<file path="config.mk">
export PLATFORM = sky130hd
export DESIGN_NAME = stack_engine_with_reverse_flat
export DESIGN_NICKNAME = d
export VERILOG_FILES = /design/src/rtl/sewr_pkg.sv /design/src/rtl/sewr_if.sv /design/src/rtl/sewr_ram.sv /design/src/rtl/sewr_ctrl.sv /design/src/rtl/stack_engine_with_reverse.sv /design/src/flat_wrapper.sv
export SDC_FILE = /design/constraint.sdc
export NUM_CORES = 2
export LEC_CHECK = 0
export BUFFER_PORTS_ARGS = -buffer_cell sky130_fd_sc_hd__buf_4
export CAP_MARGIN = 20
export CORE_UTILIZATION = 40
export CTS_CLUSTER_DIAMETER = 40
export CTS_CLUSTER_SIZE = 30
export DETAILED_ROUTE_END_ITERATION = 10
export PLACE_DENSITY = 0.64
export SYNTH_ARGS = -nofsm -noshare
export SYNTH_HDL_FRONTEND = slang
export SYNTH_SLANG_ARGS = --single-unit
</file>
<file path="constraint.sdc">
create_clock -name clk -period 5.8 [get_ports clk]
set_input_delay 0.29 -clock clk [delete_from_list [all_inputs] [get_ports clk]]
set_output_delay 0.29 -clock clk [all_outputs]
set_load 0.02 [all_outputs]
</file>
<file path="src/rtl/sewr_pkg.sv">
`timescale 1ns / 1ps

package sewr_pkg;

  // Default stack depth.
  localparam int DEPTH_DEFAULT = 64;

  // Field widths.
  localparam int MODE_W = 4;
  localparam int WORD_W = 32;
  localparam int RCNT_W = 7;
  localparam int STAT_W = 2;
  localparam int OCC_W  = 7;

  typedef logic [MODE_W-1:0]        mode_t;
  typedef logic signed [WORD_W-1:0] word_t;
  typedef logic [RCNT_W-1:0]        rcount_t;
  typedef logic [STAT_W-1:0]        status_t;
  typedef logic [OCC_W-1:0]         occ_t;

  // Operation codes.
  localparam mode_t MODE_PUSH       = 4'd0;
  localparam mode_t MODE_POP        = 4'd1;
  localparam mode_t MODE_PEEK       = 4'd2;
  localparam mode_t MODE_DUP        = 4'd3;
  localparam mode_t MODE_SWAP       = 4'd4;
  localparam mode_t MODE_DUMP_CLEAR = 4'd5;
  localparam mode_t MODE_REV_ALL    = 4'd6;
  localparam mode_t MODE_REV_N      = 4'd7;
  localparam mode_t MODE_DUMP       = 4'd8;

  // Status codes.
  localparam status_t ST_OK       = 2'd0;
  localparam status_t ST_OVERFLOW = 2'd1;
  localparam status_t ST_EMPTY    = 2'd2;
  localparam status_t ST_ONE      = 2'd3;

  // One result as it leaves the sequencer.
  typedef struct packed {
    status_t status;
    word_t   word;
    occ_t    occupancy;
    logic    last;
  } res_t;

endpackage

</file>
<file path="src/rtl/sewr_if.sv">
`timescale 1ns / 1ps

// Command channel: one transaction carries one stack operation.
interface sewr_cmd_if import sewr_pkg::*; ();
  logic    valid;
  logic    ready;
  mode_t   mode;
  word_t   push_value;
  rcount_t reverse_count;

  modport source (output valid, output mode, output push_value, output reverse_count,
                  input ready);
  modport sink (input valid, input mode, input push_value, input reverse_count,
                output ready);
endinterface

// Response channel: one transaction carries one result.
interface sewr_rsp_if import sewr_pkg::*; ();
  logic    valid;
  logic    ready;
  status_t status;
  word_t   word;
  occ_t    occupancy;
  logic    last;

  modport source (output valid, output status, output word, output occupancy,
                  output last, input ready);
  modport sink (input valid, input status, input word, input occupancy, input last,
                output ready);
endinterface

</file>
<file path="src/rtl/sewr_ram.sv">
`timescale 1ns / 1ps

module sewr_ram #(
  parameter int WIDTH = 32,
  parameter int DEPTH = 64,
  localparam int AW   = (DEPTH > 1) ? $clog2(DEPTH) : 1
) (
  input  logic             clk,
  input  logic             we,
  input  logic [AW-1:0]    waddr,
  input  logic [WIDTH-1:0] wdata,
  input  logic             re,
  input  logic [AW-1:0]    raddr,
  output logic [WIDTH-1:0] rdata
);

  logic [WIDTH-1:0] mem [DEPTH];

  // Write port, and a read port whose data holds until the next read.
  always_ff @(posedge clk) begin
    if (we) begin
      mem[waddr] <= wdata;
    end
    if (re) begin
      rdata <= mem[raddr];
    end
  end

endmodule

</file>
<file path="src/rtl/sewr_ctrl.sv">
`timescale 1ns / 1ps

module sewr_ctrl import sewr_pkg::*; #(
  parameter int DEPTH = DEPTH_DEFAULT
) (
  input  logic         clk,
  input  logic         rst,
  sewr_cmd_if.sink     cmd,
  output logic         res_valid,
  output res_t         res,
  input  logic         res_ready
);

  localparam int AW = $clog2(DEPTH);
  localparam int CW = $clog2(DEPTH + 1);

  localparam logic [2:0] S_IDLE   = 3'd0;
  localparam logic [2:0] S_EMIT   = 3'd1;
  localparam logic [2:0] S_PEEK   = 3'd2;
  localparam logic [2:0] S_DUP    = 3'd3;
  localparam logic [2:0] S_RV_HI  = 3'd4;
  localparam logic [2:0] S_RV_WLO = 3'd5;
  localparam logic [2:0] S_RV_WHI = 3'd6;
  localparam logic [2:0] S_DUMP   = 3'd7;

  logic [2:0]    state, state_next;
  logic [CW-1:0] count, count_next;
  logic [AW-1:0] lo, lo_next;
  logic [AW-1:0] hi, hi_next;
  word_t         hold, hold_next;
  logic          more, more_next;
  logic          dump_clear, dump_clear_next;
  status_t       res_status, res_status_next;
  word_t         res_word, res_word_next;

  logic          ram_we;
  logic [AW-1:0] ram_waddr;
  word_t         ram_wdata;
  logic          ram_re;
  logic [AW-1:0] ram_raddr;
  logic [WORD_W-1:0] ram_rdata;

  logic          is_empty;
  logic          is_full;
  logic [AW-1:0] top_addr;
  logic [CW-1:0] rev_len;

  sewr_ram #(
    .WIDTH (WORD_W),
    .DEPTH (DEPTH)
  ) u_ram (
    .clk   (clk),
    .we    (ram_we),
    .waddr (ram_waddr),
    .wdata (ram_wdata),
    .re    (ram_re),
    .raddr (ram_raddr),
    .rdata (ram_rdata)
  );

  assign cmd.ready = (state == S_IDLE);

  // Occupancy decode and the length of a reversal of the oldest entries.
  assign is_empty = (count == '0);
  assign is_full  = (count == CW'(DEPTH));
  assign top_addr = AW'(count - CW'(1));
  assign rev_len  = (OCC_W'(cmd.reverse_count) >= OCC_W'(count)) ?
                    count : CW'(cmd.reverse_count);

  // Sequencer: issues memory reads and writes and builds the results.
  always_comb begin
    state_next      = state;
    count_next      = count;
    lo_next         = lo;
    hi_next         = hi;
    hold_next       = hold;
    more_next       = more;
    dump_clear_next = dump_clear;
    res_status_next = res_status;
    res_word_next   = res_word;
    ram_we          = 1'b0;
    ram_waddr       = lo;
    ram_wdata       = word_t'(ram_rdata);
    ram_re          = 1'b0;
    ram_raddr       = lo;
    res_valid       = 1'b0;
    res             = '0;

    unique case (state)
      S_IDLE: begin
        if (cmd.valid) begin
          res_status_next = ST_OK;
          res_word_next   = '0;
          state_next      = S_EMIT;
          case (cmd.mode) inside
            MODE_PUSH: begin
              if (is_full) begin
                res_status_next = ST_OVERFLOW;
              end else begin
                ram_we     = 1'b1;
                ram_waddr  = AW'(count);
                ram_wdata  = cmd.push_value;
                count_next = count + CW'(1);
              end
            end
            MODE_POP: begin
              if (is_empty) begin
                res_status_next = ST_EMPTY;
              end else begin
                count_next = count - CW'(1);
              end
            end
            MODE_PEEK: begin
              if (is_empty) begin
                res_status_next = ST_EMPTY;
              end else begin
                ram_re     = 1'b1;
                ram_raddr  = top_addr;
                state_next = S_PEEK;
              end
            end
            MODE_DUP: begin
              if (is_empty) begin
                res_status_next = ST_EMPTY;
              end else if (is_full) begin
                res_status_next = ST_OVERFLOW;
              end else begin
                ram_re     = 1'b1;
                ram_raddr  = top_addr;
                state_next = S_DUP;
              end
            end
            MODE_SWAP: begin
              if (is_empty) begin
                res_status_next = ST_EMPTY;
              end else if (count == CW'(1)) begin
                res_status_next = ST_ONE;
              end else begin
                // A swap is a reversal of the two newest entries.
                lo_next    = AW'(count - CW'(2));
                hi_next    = top_addr;
                ram_re     = 1'b1;
                ram_raddr  = AW'(count - CW'(2));
                state_next = S_RV_HI;
              end
            end
            MODE_DUMP_CLEAR, MODE_DUMP: begin
              if (is_empty) begin
                res_status_next = ST_EMPTY;
              end else begin
                ram_re          = 1'b1;
                ram_raddr       = top_addr;
                hi_next         = top_addr;
                dump_clear_next = (cmd.mode == MODE_DUMP_CLEAR);
                state_next      = S_DUMP;
              end
            end
            MODE_REV_ALL, MODE_REV_N: begin
              if (count >= CW'(2) &&
                  (cmd.mode == MODE_REV_ALL || cmd.reverse_count >= RCNT_W'(2))) begin
                lo_next    = '0;
                hi_next    = (cmd.mode == MODE_REV_ALL) ? top_addr : AW'(rev_len - CW'(1));
                ram_re     = 1'b1;
                ram_raddr  = '0;
                state_next = S_RV_HI;
              end
            end
            default: begin
            end
          endcase
        end
      end

      S_PEEK: begin
        res_word_next = word_t'(ram_rdata);
        state_next    = S_EMIT;
      end

      S_DUP: begin
        ram_we     = 1'b1;
        ram_waddr  = AW'(count);
        count_next = count + CW'(1);
        state_next = S_EMIT;
      end

      // The low entry of the pair is in the read register; fetch the high one.
      S_RV_HI: begin
        hold_next  = word_t'(ram_rdata);
        ram_re     = 1'b1;
        ram_raddr  = hi;
        state_next = S_RV_WLO;
      end

      // Store the high word low and, if another pair remains, start fetching the next low entry.
      S_RV_WLO: begin
        ram_we    = 1'b1;
        ram_waddr = lo;
        more_next = ((AW + 1)'(lo) + (AW + 1)'(2)) < (AW + 1)'(hi);
        if (((AW + 1)'(lo) + (AW + 1)'(2)) < (AW + 1)'(hi)) begin
          ram_re    = 1'b1;
          ram_raddr = lo + AW'(1);
        end
        lo_next    = lo + AW'(1);
        state_next = S_RV_WHI;
      end

      // Store the low word high; the next low word arrives in the same cycle.
      S_RV_WHI: begin
        ram_we    = 1'b1;
        ram_waddr = hi;
        ram_wdata = hold;
        if (more) begin
          hold_next  = word_t'(ram_rdata);
          ram_re     = 1'b1;
          ram_raddr  = hi - AW'(1);
          hi_next    = hi - AW'(1);
          state_next = S_RV_WLO;
        end else begin
          state_next = S_EMIT;
        end
      end

      S_EMIT: begin
        res_valid = 1'b1;
        res       = '{status: res_status, word: res_word, occupancy: OCC_W'(count),
                      last: 1'b1};
        if (res_ready) begin
          state_next = S_IDLE;
        end
      end

      // Walk from the top down; the read data holds while the output stalls.
      S_DUMP: begin
        res_valid = 1'b1;
        res       = '{status: ST_OK, word: word_t'(ram_rdata),
                      occupancy: dump_clear ? '0 : OCC_W'(count),
                      last: (hi == '0)};
        if (res_ready) begin
          if (hi == '0) begin
            if (dump_clear) begin
              count_next = '0;
            end
            state_next = S_IDLE;
          end else begin
            ram_re    = 1'b1;
            ram_raddr = hi - AW'(1);
            hi_next   = hi - AW'(1);
          end
        end
      end

      default: begin
        state_next = S_IDLE;
      end
    endcase
  end

  // Control state.
  always_ff @(posedge clk) begin
    if (rst) begin
      state <= S_IDLE;
      count <= '0;
    end else begin
      state <= state_next;
      count <= count_next;
    end
  end

  // Working registers.
  always_ff @(posedge clk) begin
    lo         <= lo_next;
    hi         <= hi_next;
    hold       <= hold_next;
    more       <= more_next;
    dump_clear <= dump_clear_next;
    res_status <= res_status_next;
    res_word   <= res_word_next;
  end

`ifndef SYNTH
  // The fill level never passes the depth.
  a_count_bound: assert property (@(posedge clk) disable iff (rst)
    count <= CW'(DEPTH))
    else $error("stack count exceeds depth");

  // No cycle reads an entry that it writes.
  a_no_rw_clash: assert property (@(posedge clk) disable iff (rst)
    !(ram_we && ram_re && ram_waddr == ram_raddr))
    else $error("read and write to the same entry in one cycle");

  // A reversal step always has its low pointer below its high pointer.
  a_rev_order: assert property (@(posedge clk) disable iff (rst)
    (state == S_RV_WLO) |-> (lo < hi))
    else $error("reversal pointers crossed");

  // The final result of an operation returns the sequencer to idle.
  a_last_idle: assert property (@(posedge clk) disable iff (rst)
    (res_valid && res_ready && res.last) |=> (state == S_IDLE))
    else $error("sequencer busy after final result");
`endif

endmodule

</file>
<file path="src/rtl/stack_engine_with_reverse.sv">
// Bounded LIFO stack of signed 32-bit words held in a single synchronous RAM, DEPTH entries
// deep. Each command transaction carries one operation and yields one response transaction,
// except a dump, which yields one per entry from the top down with last set on the final one.
// Each operation is paced by the single read and single write port of the RAM: push and pop
// update the stack and then emit; peek and duplicate first read the top entry; swap and
// reversals read each pair and write it back crosswise; a dump reads the next entry as each
// response is taken. A command is taken only while the sequencer is idle; a result that waits
// in the output register does not hold off the next command.
`timescale 1ns / 1ps

module stack_engine_with_reverse import sewr_pkg::*; #(
  parameter int DEPTH = DEPTH_DEFAULT
) (
  input  logic      clk,
  input  logic      rst,
  sewr_cmd_if.sink  cmd,
  sewr_rsp_if.source rsp
);

  logic res_valid;
  logic res_ready;
  res_t res;
  logic out_valid;
  res_t out_data;

  sewr_ctrl #(
    .DEPTH (DEPTH)
  ) u_ctrl (
    .clk       (clk),
    .rst       (rst),
    .cmd       (cmd),
    .res_valid (res_valid),
    .res       (res),
    .res_ready (res_ready)
  );

  // The output register takes a new result when empty or being drained.
  assign res_ready = !out_valid || rsp.ready;

  always_ff @(posedge clk) begin
    if (rst) begin
      out_valid <= 1'b0;
    end else if (res_valid && res_ready) begin
      out_valid <= 1'b1;
    end else if (rsp.ready) begin
      out_valid <= 1'b0;
    end
  end

  always_ff @(posedge clk) begin
    if (res_valid && res_ready) begin
      out_data <= res;
    end
  end

  // Response channel.
  assign rsp.valid     = out_valid;
  assign rsp.status    = out_data.status;
  assign rsp.word      = out_data.word;
  assign rsp.occupancy = out_data.occupancy;
  assign rsp.last      = out_data.last;

endmodule
</file>
<file path="src/flat_wrapper.sv">
// flat-port wrapper written by rule: the top's interface ports become plain ports
module stack_engine_with_reverse_flat import sewr_pkg::*;
#(
  parameter int DEPTH = DEPTH_DEFAULT
)
  (clk, rst, cmd_valid, cmd_mode, cmd_push_value, cmd_reverse_count, cmd_ready, rsp_valid, rsp_status, rsp_word, rsp_occupancy, rsp_last, rsp_ready);
  sewr_cmd_if cmd_i ();
  sewr_rsp_if rsp_i ();
  input  logic clk;
  input  logic rst;
  input wire logic [$bits(cmd_i.valid)-1:0] cmd_valid;
  input wire logic [$bits(cmd_i.mode)-1:0] cmd_mode;
  input wire logic [$bits(cmd_i.push_value)-1:0] cmd_push_value;
  input wire logic [$bits(cmd_i.reverse_count)-1:0] cmd_reverse_count;
  output wire logic [$bits(cmd_i.ready)-1:0] cmd_ready;
  output wire logic [$bits(rsp_i.valid)-1:0] rsp_valid;
  output wire logic [$bits(rsp_i.status)-1:0] rsp_status;
  output wire logic [$bits(rsp_i.word)-1:0] rsp_word;
  output wire logic [$bits(rsp_i.occupancy)-1:0] rsp_occupancy;
  output wire logic [$bits(rsp_i.last)-1:0] rsp_last;
  input wire logic [$bits(rsp_i.ready)-1:0] rsp_ready;
  assign cmd_i.valid = cmd_valid;
  assign cmd_i.mode = cmd_mode;
  assign cmd_i.push_value = cmd_push_value;
  assign cmd_i.reverse_count = cmd_reverse_count;
  assign cmd_ready = cmd_i.ready;
  assign rsp_valid = rsp_i.valid;
  assign rsp_status = rsp_i.status;
  assign rsp_word = rsp_i.word;
  assign rsp_occupancy = rsp_i.occupancy;
  assign rsp_last = rsp_i.last;
  assign rsp_i.ready = rsp_ready;
  stack_engine_with_reverse #(.DEPTH(DEPTH)) u_core (.clk(clk), .rst(rst), .cmd(cmd_i), .rsp(rsp_i));
endmodule
</file>
=== Word-level counts from Yosys, hierarchy flattened ===
Memories as Yosys holds them, arrays and structs flattened. A register that Yosys moved wholly into a read port is not among the register bits.
Cells that the tools add are included.

* Add/subtract/negate cells: 7
* Magnitude comparators: 4
* Eq/ne operators: 36
* Multiplexer cells: 125
* Bitwise operators: 6
* Reduce and logical (&&, ||, !) cells: 28

{| class="wikitable"
|+ Operators with widths
! operator !! count
|-
| 6-bit two-way mux || 45
|-
| 32-bit one-hot mux with 2 select lines || 3
|-
| 32-bit two-way mux || 5
|-
| 42-bit one-hot mux with 2 select lines || 1
|-
| 7-bit two-way mux || 8
|-
| 3-bit two-way mux || 16
|-
| 6-bit one-hot mux with 3 select lines || 2
|-
| 6-bit one-hot mux with 5 select lines || 1
|-
| 1-bit two-way mux || 26
|-
| 2-bit two-way mux || 13
|-
| 3-bit one-hot mux with 7 select lines || 1
|-
| 7-bit one-hot mux with 3 select lines || 1
|-
| 4-bit by 3-bit equality test with 1-bit output, second input constant || 4
|-
| 2-bit != test, second input constant || 8
|-
| 3-bit != test, second input constant || 5
|-
| 7-bit by 2-bit greater-or-equal comparator with 1-bit output, second input constant || 2
|-
| 14-bit AND reduction || 1
|-
| 7-bit AND reduction || 2
|-
| 3-bit equality test, second input constant || 4
|-
| 6-bit one-hot mux with 2 select lines || 1
|-
| 6-bit by 1-bit subtractor with 6-bit output, second input constant || 2
|-
| 9-bit AND reduction || 1
|-
| 4-bit by 2-bit equality test with 1-bit output, second input constant || 2
|-
| 4-bit by 1-bit != test with 1-bit output, second input constant || 2
|-
| other kinds (32) || 50
|}

* Bits in registers: 133
* Memory bits (writable): 2048
* Bits of input ports: 47
* Output and inout port bits: 44
* Word-level logic and storage cells: 221
* Memories: 1

{| class="wikitable"
|+ Memory list
! name !! depth !! width !! rd ports !! clocked after Yosys merged registers in !! write ports !! line !! source
|-
| u_core.u_ctrl.u_ram.mem || 64 || 32 || 1 || 1 || 1 || sewr_ram.sv:17 || <nowiki>logic [WIDTH-1:0] mem [DEPTH];</nowiki>
|}

=== Logic depth before layout (Yosys ltp) ===
* Word-level depth: 14
* Gate-level depth with buffers: 19
* Gate-level depth less buffers: 17

=== Cells and area by module ===
Synthesis repeated with hierarchy kept, for this count alone.

* Cells, all modules: 4332
* Area total of the unflattened synthesis: 87426.3 um2

{| class="wikitable"
|+ By module, submodules not included
! module !! times used !! cells each !! area each (um2) !! seq. area each (um2)
|-
| sewr_ram || 1 || 3511 || 79359.9 || 62459.9
|-
| sewr_ctrl || 1 || 774 || 6750.2 || 2602.5
|-
| stack_engine_with_reverse || 1 || 47 || 1316.3 || 1281.2
|}

=== Least setup slack after synthesis ===
OpenSTA, ideal clock, no wires.

* Path type: register to register
* Start: reg u_core.u_ctrl.count[1]
* End: mem u_core.u_ctrl.u_ram.mem[44][0] (enable)
* Setup time: 0.421 ns
* Arrival time: 4.428 ns
* Slack: 0.950 ns
* Stages on the path, launching flop included: 12
* Cell sequence: dfxtp_1 inv_1 ha_1 nor3b_2 and2_1 a21oi_1 nand3_1 a21oi_1 nor2_1 a221oi_1 nand3_1 nor2_1

* Cells in the longest elaborated chain, start to end: 7
* Elaborated cells between the ends (all ways): 11
* Those cells by class: eq/ne: 1; mux: 10

{| class="wikitable"
|+ Ends and longest elaborated chain
! item !! line !! source
|-
| start: declaration || sewr_ctrl.sv:27 || <nowiki>logic [CW-1:0] count, count_next;</nowiki>
|-
| start signal: assignment || sewr_ctrl.sv:265 || <nowiki>count <= count_next;</nowiki>
|-
| 7-bit equality test || sewr_ctrl.sv:65 || <nowiki>assign is_full = (count == CW'(DEPTH));</nowiki>
|-
| 1-bit two-way mux || sewr_ctrl.sv:97 || <nowiki>if (is_full) begin</nowiki>
|-
| 1-bit two-way mux || sewr_ctrl.sv:95 || <nowiki>case (cmd.mode) inside</nowiki>
|-
| 1-bit two-way mux || sewr_ctrl.sv:91 || <nowiki>if (cmd.valid) begin</nowiki>
|-
| 1-bit one-hot mux with 2 select lines || sewr_ctrl.sv:89 || <nowiki>unique case (state)</nowiki>
|-
| 1-bit two-way mux || sewr_ram.sv:21 || <nowiki>if (we) begin</nowiki>
|-
| 1-bit two-way mux (implied by the code) || sewr_ram.sv:22 || <nowiki>mem[waddr] <= wdata;</nowiki>
|-
| end: declaration || sewr_ram.sv:17 ||
|}

Parallel ways exist; a longest one is shown, timed or not.

=== Worst setup path after layout ===
* Start: reg u_core.u_ctrl.count[1]
* End: reg u_core.u_ctrl.u_ram.rdata[5], read port of u_core.u_ctrl.u_ram.mem, data pin

* Cells in the longest elaborated chain, start to end: 12
* Elaborated cells between the ends (all ways): 37
* Those cells by class: add/sub: 2; order compare: 1; eq/ne: 2; mux: 30; reduce/logical: 2

{| class="wikitable"
|+ Ends and longest elaborated chain
! item !! line !! source
|-
| 7-bit by 2-bit greater-or-equal comparator with 1-bit output || sewr_ctrl.sv:159 || <nowiki>if (count >= CW'(2) &&</nowiki>
|-
| 1-bit logical AND || sewr_ctrl.sv:159 ||
|-
| 6-bit two-way mux / 1-bit two-way mux (equally long branches) (2 in a row) || n/a ||
|-
| 6-bit two-way mux / 1-bit two-way mux (equally long branches) (6 in a row) || sewr_ctrl.sv:95 ||
|-
| 6-bit two-way mux / 1-bit two-way mux (equally long branches) || sewr_ctrl.sv:91 ||
|-
| 6-bit one-hot mux with 5 select lines / 1-bit one-hot mux with 5 select lines (equally long branches) || sewr_ctrl.sv:89 ||
|-
| end: declaration || sewr_ram.sv:14 || <nowiki>output logic [WIDTH-1:0] rdata</nowiki>
|}

Parallel ways exist; a longest one is shown, timed or not.
A chain may end at the register's enable or synchronous reset.

==> results.ini <==
[setup_path]
worst-path-buf-inv = 3
cp-start-kind = flop
critical_path_depth = 15
required_ps = 6500
arrival_ps = 6200
path_class = reg2reg
crit_path_end_kind = flop
max_stage_delay_ps = 1110
worst-path-max-fanout = 14
crit_chain = inv_1 > ha_1 > o21bai_1 > or2_0 > a211oi_1 > nor4b_1 > a211oi_1 > o22ai_1 > nor4b_4 > buf_4 > o21ai_0 > nand4_1 > a2111oi_0 > buf_4 > and4_1
cp_top_family = simple AND/OR/NAND/NOR gates
cpMaxStageDelayCell = nor4b_4
worstRegToRegCells = 15

[logic_synthesis]
syn-num-nets = 6898
seq_area_frac_synth_pct = 73.01
synth_async_sr_flop_share_pct = 0
synth_top_area_share_pct = 72.77
synthCells = 6828
post-synth-top-area-cell = edfxtp_1
yosysUniqueCellTypes = 94
syn_area_per_cell_um2 = 13.31
synth_seq_cells = 2213
yosysWarnings = 0
synth_ff_type = edfxtp_1
synth.cell_area_um2 = 90860
synth_area_leaders = edfxtp_1 (73%), nand2_1 (6.1%), a211oi_1 (3.5%), and3_1 (2.9%), nand3_1 (2.4%)
synth_edf_count = 2202

[timing]
finClkSkew_ps = 82.71
rsz0062_at_grt = no
tightestPinTransition_ps = 1233
setup_ws_ps = 299.9
fin_crit_ps = 5500
fmax_mhz = 181.8
slew_headroom_pct = 17.47
setup_viol = 0
hold_violations = 0
whs_ps = 87.63
fin_crit_sh_pct = 94.83
drv_slew = 0

[drt]
wl_per_cell_um = 26.82
routed_via_density = 5.906
drtAntennaViolNets = 0
totalWireLength_mm = 275.0
first_iter_violations = 8439
route.detailed.drc = 0
vias = 60570
drtPass1Iterations = 6

[grt]
grt_max_degree = 209
grt_use_total_pct = 23.40
antenna_found_initial = 14
grt_pass1_vias = 57260
gr-total-overflow = 0
grt_pass1_wl_mm = 395.3

[floorplan]
die_x_um = 478.6
core.rowCount = 174
dieHeight_um = 478.6
initial_core_util_pct = 40.33
die_area_um2 = 229100
design.core.area_um2 = 225300
ios = 91

[worst_hold_path]
holdPathStages = 2
min-delay-path-class = in2reg

[clocking]
clk_pin_slew_ps = 60
cts_tree = done
cts_root_buffer = clkbuf_16
htreeDepth = 5
clk_latency_ps = 940
ctsLongestPathBuffers = 4
cts_sinks = 2213
cts-buffers-inserted = 279

[placement]
gp_congestion = 0.9101
pre_cts_ws_ps = 64.76
io_buffers = 90
dp_cells = 9743
dp_hpwl_mm = 158.4

[layout]
final_cell_mix = edfxtp_1 (2202), nand2_1 (1444), nand3_1 (443)
layout.nets = 7125
syn_to_final_growth_pct = 17.10
final_common_cell = edfxtp_1
fillCellCount = 19190
seq_area_um2 = 66340
drive_gt1_share_pct = 15.17
layout.cells.non_filler = 10260
multi_input_area_um2 = 22820

[status]
status = finished, final reports clean

[job]
max_cap_violations = 0

## registers in the layout (all words and copies together), names as in the netlist, 3 cells and up
name,cells
u_core.u_ctrl.count,7
u_core.rsp.occupancy,7
u_core.u_ctrl.hi,6
u_core.u_ctrl.lo,6
u_core.u_ctrl.u_ram.mem,2048
u_core.u_ctrl.u_ram.rdata,32
u_core.u_ctrl.state,3
u_core.u_ctrl.hold,32
u_core.u_ctrl.res_word,32
u_core.rsp.word,32
## worst reg2reg max path, delay by kind of cell, from the launching register on
| family | cells | cell delay (ps) |
|---|---|---|
| adder cells (fa/ha/maj) | 1 | 460 |
| AO/OA/AOI/OAI | 6 | 1690 |
| buffers and inverters | 3 | 810 |
| AND/OR/NAND/NOR | 5 | 2070 |
| flip-flops | 1 | 300 |
## synth_stat cells, drive strengths merged, types with 11 or more instances
library cell / count
nand2b: 12
a22o: 66
edfxtp: 2202
a31o: 63
nand2: 1479
nor3: 26
a21boi: 33
a22oi: 67
dfxtp: 11
a21oi: 143
a2111oi: 35
a211oi: 423
ha: 23
a311oi: 13
nand3: 443
a31oi: 68
and2: 20
and3: 418
nor2: 227
clkbuf: 286
o22ai: 35
nand4: 34
and4: 33
mux2i: 11
buf: 211
inv: 33
xnor2: 14
o21ai: 265
## path summary, 6_finish.rpt
| kind | from | end | slack (ps) |
|---|---|---|---|
| hold reg to reg | u_core.u_ctrl.res_status[0] | u_core.rsp.status[0] | 540 |
| hold / removal | cmd_mode[0] | u_core.u_ctrl.dump_clear | 90 |
| setup / recovery | u_core.u_ctrl.count[1] | u_core.u_ctrl.u_ram.rdata[5] | 300 |
| setup reg to reg | u_core.u_ctrl.count[1] | u_core.u_ctrl.u_ram.rdata[5] | 300 |
## what timing repair did
item,CTS,global route
setup buffers,0,5
hold buffers,14,1
hold endpoints to repair,64,8
resized for setup,0,2
setup endpoints to repair,0,1
## cell type report
type,instances,area share [%]
Sequential cell,2213,62.35
Multi-Input combinational cell,4085,21.45
Clock buffer,305,6.773
Timing Repair Buffer,443,3.937
Tap cell,2992,3.518
Clock inverter,180,1.844
Inverter,33,0.1199
Antenna cell,4,0.009407
## per-layer routing
layer  vias up  part of all wire [%]  wire length (µm)  track usage, %
met5         -                 0.024                67               0
met4        10                   3.8             10460           9.028
met3       498                    11             29740           5.172
met2      3322                    45            123700           35.48
met1     30380                    40            111000           32.82
li1      26360                     -                 -               -
## stage by stage
stage          utilization, %  instance area [µm²]  TNS [ps]
6_report                47.22               106400         0
5_1_grt                 47.22               106400         0
4_1_cts                 47.17               106300         0
3_5_place_dp            43.04                96980         0
3_3_place_gp            43.04                96980    -14.15
2_1_floorplan               -                90860         0
## cells by family (layout without fill, tap and decap cells)
logic type,Yosys count,in the layout,share of synthesized area (%)
simple gates,2745,2745,13.78
flops,2213,2213,73.01
compound gates,1287,1287,9.862
buf+inv,530,961,2.692
fa+ha+maj,23,23,0.3167
xor+xnor,17,17,0.1639
mux,13,13,0.1707
other cells,0,4,0
Power is left out: the tool's default activity adds up to more than one toggle a clock period on the data nets, which glitch-free logic cannot reach.
